<file path="src/rtl/core/assert_macros.svh">
// assertion macros shared by the rtl
`ifndef ASSERT_MACROS_SVH
`define ASSERT_MACROS_SVH

`ifndef SYNTHESIS

// same-cycle implication, checked out of reset
`define ASSERT_IMPLIES(label, clk, rst_n, pre, post, msg) \
	label: assert property (@(posedge clk) disable iff (!rst_n) (pre) |-> (post)) \
		else $error(msg);

// next-cycle implication, checked out of reset
`define ASSERT_NEXT(label, clk, rst_n, pre, post, msg) \
	label: assert property (@(posedge clk) disable iff (!rst_n) (pre) |=> (post)) \
		else $error(msg);

`else

`define ASSERT_IMPLIES(label, clk, rst_n, pre, post, msg)
`define ASSERT_NEXT(label, clk, rst_n, pre, post, msg)

`endif

`endif

</file>
<file path="src/rtl/core/hpfg_pkg.sv">
// types and constants of the hold press filter
package hpfg_pkg;

	localparam int unsigned TIME_W = 32;
	localparam int unsigned MS_W = 16;
	localparam int unsigned POS_W = 16;
	localparam int unsigned CFG_IDX_W = 3;
	localparam int unsigned CFG_DATA_W = 16;

	// register reset values
	localparam logic [MS_W-1:0] LOSS_GRACE_RST = 16'd200;
	localparam logic [MS_W-1:0] HOLD_BIAS_RST = 16'd150;
	localparam logic [MS_W-1:0] PRESS_DEBOUNCE_RST = 16'd30;
	localparam logic BIAS_ENABLE_RST = 1'b0;
	// about 0.022 of the full range in q0.16
	localparam logic [POS_W-1:0] NEAR_THRESHOLD_RST = 16'd1442;

	typedef enum logic [CFG_IDX_W-1:0] {
		CFG_LOSS_GRACE     = 3'd0,
		CFG_HOLD_BIAS      = 3'd1,
		CFG_PRESS_DEBOUNCE = 3'd2,
		CFG_BIAS_ENABLE    = 3'd3,
		CFG_NEAR_THRESHOLD = 3'd4
	} cfg_idx_t;

	typedef struct packed {
		logic [MS_W-1:0]  loss_grace_ms;
		logic [MS_W-1:0]  hold_bias_ms;
		logic [MS_W-1:0]  press_debounce_ms;
		logic             bias_enable;
		logic [POS_W-1:0] near_threshold;
	} cfg_t;

	typedef struct packed {
		logic              metrics_valid;
		logic              hold_request;
		logic [TIME_W-1:0] now_ms;
		logic              tracking_mode;
		logic [POS_W-1:0]  target_pos;
		logic [POS_W-1:0]  bar_pos;
	} item_t;

	typedef struct packed {
		logic              holding;
		logic              last_request;
		logic [TIME_W-1:0] request_changed_at;
		logic [TIME_W-1:0] last_seen_at;
		logic [TIME_W-1:0] bias_until;
	} state_t;

	localparam state_t STATE_RST = '0;

endpackage

</file>
<file path="src/rtl/core/hpfg_cfg_regs.sv">
// configuration register file
module hpfg_cfg_regs (
	input  logic                              clk,
	input  logic                              arst_n,
	input  logic                              cfg_we,
	input  logic [hpfg_pkg::CFG_IDX_W-1:0]    cfg_index,
	input  logic [hpfg_pkg::CFG_DATA_W-1:0]   cfg_data,
	output hpfg_pkg::cfg_t                    cfg
);
	import hpfg_pkg::*;

	cfg_t cfg_q;

	always_ff @(posedge clk or negedge arst_n) begin
		if (!arst_n) begin
			cfg_q.loss_grace_ms <= LOSS_GRACE_RST;
			cfg_q.hold_bias_ms <= HOLD_BIAS_RST;
			cfg_q.press_debounce_ms <= PRESS_DEBOUNCE_RST;
			cfg_q.bias_enable <= BIAS_ENABLE_RST;
			cfg_q.near_threshold <= NEAR_THRESHOLD_RST;
		end else if (cfg_we) begin
			unique case (cfg_idx_t'(cfg_index))
				CFG_LOSS_GRACE:     cfg_q.loss_grace_ms <= cfg_data[MS_W-1:0];
				CFG_HOLD_BIAS:      cfg_q.hold_bias_ms <= cfg_data[MS_W-1:0];
				CFG_PRESS_DEBOUNCE: cfg_q.press_debounce_ms <= cfg_data[MS_W-1:0];
				CFG_BIAS_ENABLE:    cfg_q.bias_enable <= cfg_data[0];
				CFG_NEAR_THRESHOLD: cfg_q.near_threshold <= cfg_data[POS_W-1:0];
				default: begin
				end
			endcase
		end
	end

	assign cfg = cfg_q;

endmodule

</file>
<file path="src/rtl/core/hpfg_step.sv">
// next-state and output logic for one request
module hpfg_step (
	input  hpfg_pkg::item_t  item,
	input  hpfg_pkg::state_t st,
	input  hpfg_pkg::cfg_t   cfg,
	output hpfg_pkg::state_t st_next,
	output logic             hold
);
	import hpfg_pkg::*;

	logic [TIME_W:0]   since_seen;
	logic              in_grace;
	logic [TIME_W:0]   bias_sum;
	logic [TIME_W-1:0] bias_deadline;
	logic [POS_W-1:0]  pos_diff;
	logic              want;
	logic [TIME_W:0]   elapsed;
	logic              debounce_pending;
	logic              debounced;

	always_comb begin
		// signed time differences via a 33-bit subtract
		since_seen = {1'b0, item.now_ms} - {1'b0, st.last_seen_at};
		in_grace = (st.last_seen_at != '0) &&
			(since_seen[TIME_W] ||
			 (since_seen[TIME_W-1:0] <= {{(TIME_W-MS_W){1'b0}}, cfg.loss_grace_ms}));

		bias_sum = {1'b0, item.now_ms} + {{(TIME_W-MS_W+1){1'b0}}, cfg.hold_bias_ms};
		bias_deadline = bias_sum[TIME_W] ? '1 : bias_sum[TIME_W-1:0];

		pos_diff = (item.target_pos >= item.bar_pos) ? item.target_pos - item.bar_pos
			: item.bar_pos - item.target_pos;

		want = item.hold_request;
		if ((item.tracking_mode || cfg.bias_enable) && !item.hold_request) begin
			want = st.holding && (item.now_ms < st.bias_until) &&
				(pos_diff <= cfg.near_threshold);
		end

		elapsed = {1'b0, item.now_ms} - {1'b0, st.request_changed_at};
		debounce_pending = elapsed[TIME_W] ||
			(elapsed[TIME_W-1:0] < {{(TIME_W-MS_W){1'b0}}, cfg.press_debounce_ms});

		if (want != st.last_request) begin
			debounced = st.holding;
		end else if (want == st.holding) begin
			debounced = want;
		end else if (!want) begin
			debounced = 1'b0;
		end else begin
			debounced = debounce_pending ? st.holding : 1'b1;
		end

		st_next = st;
		if (!item.metrics_valid) begin
			// grace expired: drop everything
			if (!in_grace) begin
				st_next = STATE_RST;
			end
		end else begin
			st_next.last_seen_at = item.now_ms;
			if ((item.tracking_mode || cfg.bias_enable) && item.hold_request) begin
				st_next.bias_until = bias_deadline;
			end
			if (item.tracking_mode) begin
				st_next.holding = want;
			end else begin
				st_next.holding = debounced;
				if (want != st.last_request) begin
					st_next.last_request = want;
					st_next.request_changed_at = item.now_ms;
				end
			end
		end
		hold = st_next.holding;
	end

endmodule

</file>
<file path="src/rtl/core/hold_press_filter_with_grace.sv">
// hold press filter: top level with input register, state and result register
// a request is held in the input register, then its result is written to the result register
// throughput: one request per cycle while out_stall does not hold a result; the state update is combinational
// while a result waits on out_stall the input register takes one more request, then stalls
// reset: asynchronous active-low, clears state, loads register defaults
`include "assert_macros.svh"

module hold_press_filter_with_grace (
	input  logic                              clk,
	input  logic                              arst_n,
	input  logic                              cfg_we,
	input  logic [hpfg_pkg::CFG_IDX_W-1:0]    cfg_index,
	input  logic [hpfg_pkg::CFG_DATA_W-1:0]   cfg_data,
	input  logic                              in_valid,
	output logic                              in_stall,
	input  logic                              metrics_valid,
	input  logic                              hold_request,
	input  logic [hpfg_pkg::TIME_W-1:0]       now_ms,
	input  logic                              tracking_mode,
	input  logic [hpfg_pkg::POS_W-1:0]        target_pos,
	input  logic [hpfg_pkg::POS_W-1:0]        bar_pos,
	output logic                              out_valid,
	input  logic                              out_stall,
	output logic                              hold_out
);
	import hpfg_pkg::*;

	cfg_t   cfg;
	item_t  item_s1;
	logic   valid_s1;
	state_t state_q;
	state_t state_next;
	logic   hold_next;
	logic   out_valid_q;
	logic   hold_out_q;
	logic   in_fire;
	logic   adv_s1;

	hpfg_cfg_regs u_cfg (
		.clk       (clk),
		.arst_n    (arst_n),
		.cfg_we    (cfg_we),
		.cfg_index (cfg_index),
		.cfg_data  (cfg_data),
		.cfg       (cfg)
	);

	hpfg_step u_step (
		.item    (item_s1),
		.st      (state_q),
		.cfg     (cfg),
		.st_next (state_next),
		.hold    (hold_next)
	);

	// stage 1 moves on when the result register is free or being taken
	assign adv_s1 = valid_s1 && (!out_valid_q || !out_stall);
	assign in_stall = valid_s1 && out_valid_q && out_stall;
	assign in_fire = in_valid && !in_stall;

	always_ff @(posedge clk or negedge arst_n) begin
		if (!arst_n) begin
			valid_s1 <= 1'b0;
		end else if (in_fire) begin
			valid_s1 <= 1'b1;
		end else if (adv_s1) begin
			valid_s1 <= 1'b0;
		end
	end

	always_ff @(posedge clk) begin
		if (in_fire) begin
			item_s1.metrics_valid <= metrics_valid;
			item_s1.hold_request <= hold_request;
			item_s1.now_ms <= now_ms;
			item_s1.tracking_mode <= tracking_mode;
			item_s1.target_pos <= target_pos;
			item_s1.bar_pos <= bar_pos;
		end
	end

	always_ff @(posedge clk or negedge arst_n) begin
		if (!arst_n) begin
			state_q <= STATE_RST;
		end else if (adv_s1) begin
			state_q <= state_next;
		end
	end

	always_ff @(posedge clk or negedge arst_n) begin
		if (!arst_n) begin
			out_valid_q <= 1'b0;
		end else if (adv_s1) begin
			out_valid_q <= 1'b1;
		end else if (!out_stall) begin
			out_valid_q <= 1'b0;
		end
	end

	always_ff @(posedge clk) begin
		if (adv_s1) begin
			hold_out_q <= hold_next;
		end
	end

	assign out_valid = out_valid_q;
	assign hold_out = hold_out_q;

	`ASSERT_IMPLIES(a_stall_needs_s1, clk, arst_n, in_stall, valid_s1 && out_valid_q, "input stalled without a pending request")
	`ASSERT_NEXT(a_out_tracks_state, clk, arst_n, adv_s1, hold_out == state_q.holding, "result differs from holding state")
	`ASSERT_NEXT(a_seen_time, clk, arst_n, adv_s1 && item_s1.metrics_valid, state_q.last_seen_at == $past(item_s1.now_ms), "last seen time not updated")

endmodule
</file>
<file path="config.mk">
export PLATFORM = sky130hd
export DESIGN_NAME = hold_press_filter_with_grace
export DESIGN_NICKNAME = d
export VERILOG_FILES = /design/src/rtl/core/hpfg_pkg.sv /design/src/rtl/core/hpfg_cfg_regs.sv /design/src/rtl/core/hpfg_step.sv /design/src/rtl/core/hold_press_filter_with_grace.sv
export VERILOG_INCLUDE_DIRS = /design/src /design/src/rtl/core
export SDC_FILE = /design/constraint.sdc
export NUM_CORES = 1
export LEC_CHECK = 0
export BUFFER_PORTS_ARGS = -buffer_cell sky130_fd_sc_hd__buf_4
export CAP_MARGIN = 25
export CORE_MARGIN = 1
export CORE_UTILIZATION = 33
export DETAILED_ROUTE_END_ITERATION = 7
export GPL_TIMING_DRIVEN = 0
export PLACE_DENSITY = 0.46
export SYNTH_ARGS = -nofsm -noshare
export SYNTH_HDL_FRONTEND = slang
export SYNTH_SLANG_ARGS = --single-unit
</file>
<file path="constraint.sdc">
create_clock -name clk -period 12.1 [get_ports clk]
set_input_delay 1.21 -clock clk [delete_from_list [all_inputs] [get_ports clk]]
set_output_delay 1.21 -clock clk [all_outputs]
set_load 0.01 [all_outputs]
</file>
==> out/qor.txt <==
Status: finished clean
Cells on worst reg2reg path: 26
Setup TNS: 0 ns
Root Buffer: clkbuf_16
Die width: 230 um
Main synth FF type: dfrtp_1
Worst reg2reg path startpoint: item_s1[16]
Tot GR Track Use: 19.8%
Worst vdd ir: 0.116 mV
Reg2reg setup slack: 4.22 ns
Cts repair resizes: 0
Critical path origin: item_s1[16]
Core area: 0.0514 mm^2
Crit path max fanout: 10
Die height: 230 um
Final nets: 2317
Post-DR wirelength/cell: 19.1 um
Dominant cell by count in the synthesized netlist: inv_1
Period utilization: 65.1%
RSZ-0062 raised after global routing: false
Rows: 83
Final worst path period need: 7.88 ns
Inserted Clock Buffers: 28
Drt pass-1 iters: 5
EDFF count, synth: 68
Final Cell Area: 0.0197 mm^2
Req. time, crit path: 12.51 ns
Initial Utilization: 33.4%
GPL Wtd Cong: 0.895
Slew @ Worst Pin: 0.920 ns
Drt initial violations: 913
Number of fillers in the final layout: 5261
Final hold vios: 0
Pre-CTS setup slack: 4.32 ns
Synth Cell Area: 0.0172 mm^2
IO Count: 94
Sequential share of the synthesized area: 36.0%
Final Hold Slack: 0.474 ns
Biggest area consumer among synthesized cells: dfrtp_1
Vias in the first global route: 14509
Max Cap Violations: 0
Syn nets: 2192
Diodes inserted: 0
Seq cells post-synth: 233
Via density: 5.31
H-tree depth: 1
Total clock sinks: 233
Count of pins over their slew limit: 0
Via count: 14510
Relative slew margins: 38.7%
First-pass GRT wire length: 82.2 mm
Critical path type: flop to flop
CP arrival: 8.29 ns
Syn Area/Cell: 9.01 um^2
End point of the critical path: state_q[70]
Fin worst setup slack: 4.22 ns
Die Area: 0.0530 mm^2
Worst Setup End Kind: flop
Leak Pwr: 8.69 nW
Worst min path class: flop to flop
Area Growth Syn to Fin: 14.5%
PD cells: 178 mW/mm^2
Share of layout cells above drive strength 1: 11.1%
Highest Clock Rate: 0.127 GHz
Overflow after GRT: 0
# port buffers: 93
Hold Path Depth: 1
Total wire length: 52.3 mm
Clock transition at the registers of the reported paths: 0.06 ns
Reg2reg end: state_q[70]
Synth cell count leaders: 209 x inv_1, 193 x nand2_1, 189 x ha_1
Synth warnings: 0
Longest Clk Path Bufs: 3
HPWL Detailed: 41.4 mm
Hold Buf Count CTS: 0
Share of flip-flops with an asynchronous set or reset: 70.8%
Gate Count Post-Synth: 1907
TritonCTS clock tree: done
Worst-Skew Late Latency: 0.58 ns
Top post-synthesis cells by area: dfrtp_1 22%, ha_1 14%, edfxtp_1 12%, inv_1 4.6%, a21oi_1 4.2%
DRC Markers: 0
Antenna Nets Post-Route: 0
Placed cell areas: 0.0188 mm^2
Unique masters post-synth: 84
Setup repair bufs after CTS: 0
Pin count of the biggest net entering global routing: 105
Initial antenna violation count: 1
Fin Clk Skew: 0.0210 ns
Final setup fails: 0
Synth top area share: 21.7%
Final Power: 3.49 mW
CP startpoint kind: flop
## placed cells by master (no fill, tap or decap), drive strengths merged, types with 24 or more instances in the layout
cell	instances
xnor2	47
a21oi	146
dfrtp	149
a21o	69
nor3	39
buf	111
xor2	28
ha	189
nand2	193
nand4	46
clkbuf	86
nor2	83
edfxtp	68
mux2	24
nand3	34
inv	210
o21ai	156
## metal layers
metal | routed length (um) | GRT usage (%) | vias to the layer above
li1 | - | - | 7148
met1 | 25600 | 28.2 | 7008
met2 | 23300 | 31.5 | 279
met3 | 2000 | 2.11 | 75
met4 | 1410 | 5.88 | 0
met5 | 0 | 0 | -
## area by class of cell
cell class	instances	area (um^2)	share of cell area [%]
plain buffers	64	294	1.50
clock inverters	14	133	0.675
clock buffers	38	758	3.86
multi-input cells	1401	9910	50.4
well taps	680	851	4.33
repair buffers	95	741	3.77
inverters	209	785	3.99
flip-flops and latches	233	6190	31.5
## registers in the layout (all words and copies together) (netlist names)
signal     count
hold_out       1
item_s1       67
out_valid      1
state_q       98
u_cfg.cfg     65
valid_s1       1
## how the worst min path moves through the flow
stage,from,endpoint,slack [ns]
3_5_place_dp,state_q[20],state_q[20],0.47
5_1_grt,state_q[5],state_q[5],0.49
3_3_place_gp,state_q[7],state_q[7],0.46
6_report,state_q[20],state_q[20],0.47
2_1_floorplan,valid_s1,out_valid,0.44
4_1_cts,state_q[19],state_q[19],0.48
## worst max-delay path, stage by stage, from the launching register on
cell and delay, ns:
edfxtp_1 0.41, inv_1 0.08, ha_1 0.18, inv_1 0.06, fa_1 0.39, a21o_1 0.20, a21oi_1 0.20, o21bai_1 0.11
a21o_1 0.21, a21o_1 0.21, o41a_1 0.40, clkbuf_1 0.32, clkbuf_1 0.43, o311ai_0 0.20, o41ai_1 0.16, xnor2_1 0.29
ha_1 0.32, a211oi_1 0.26, o2111ai_1 0.15, a211o_1 0.36, a221oi_1 0.80, a21oi_1 0.26, xor2_1 0.21, nor2_1 0.28
clkbuf_1 0.40, clkbuf_1 0.60, o221ai_1 0.23
## power by group
group / total (mW) / leakage [nW] / internal (mW) / switching [mW]
registers: 1.07 / 2.71 / 0.967 / 0.103
clock network: 0.834 / 0.439 / 0.481 / 0.353
logic: 1.59 / 5.55 / 0.657 / 0.933
total: 3.49 / 8.69 / 2.11 / 1.39
## stage by stage
step                      cells  util [%]
after floorplan            1907         -
after global placement     2680      36.4
after detailed placement   2682      36.5
after CTS                  2734      38.2
after global routing       2734      38.2
final                      2734      38.2
## cells by family after synthesis
logic type,count (synthesis),synth area share (%)
adders and majority gates,194,14.4
and+or+nand+nor,511,14.4
buffers and inverters,273,6.28
xor gates and xnor gates,75,3.82
DFF,233,36.0
muxes,42,2.62
AOI/OAI and AO/OA,579,22.5
Power figures use the tool's default switching activity.
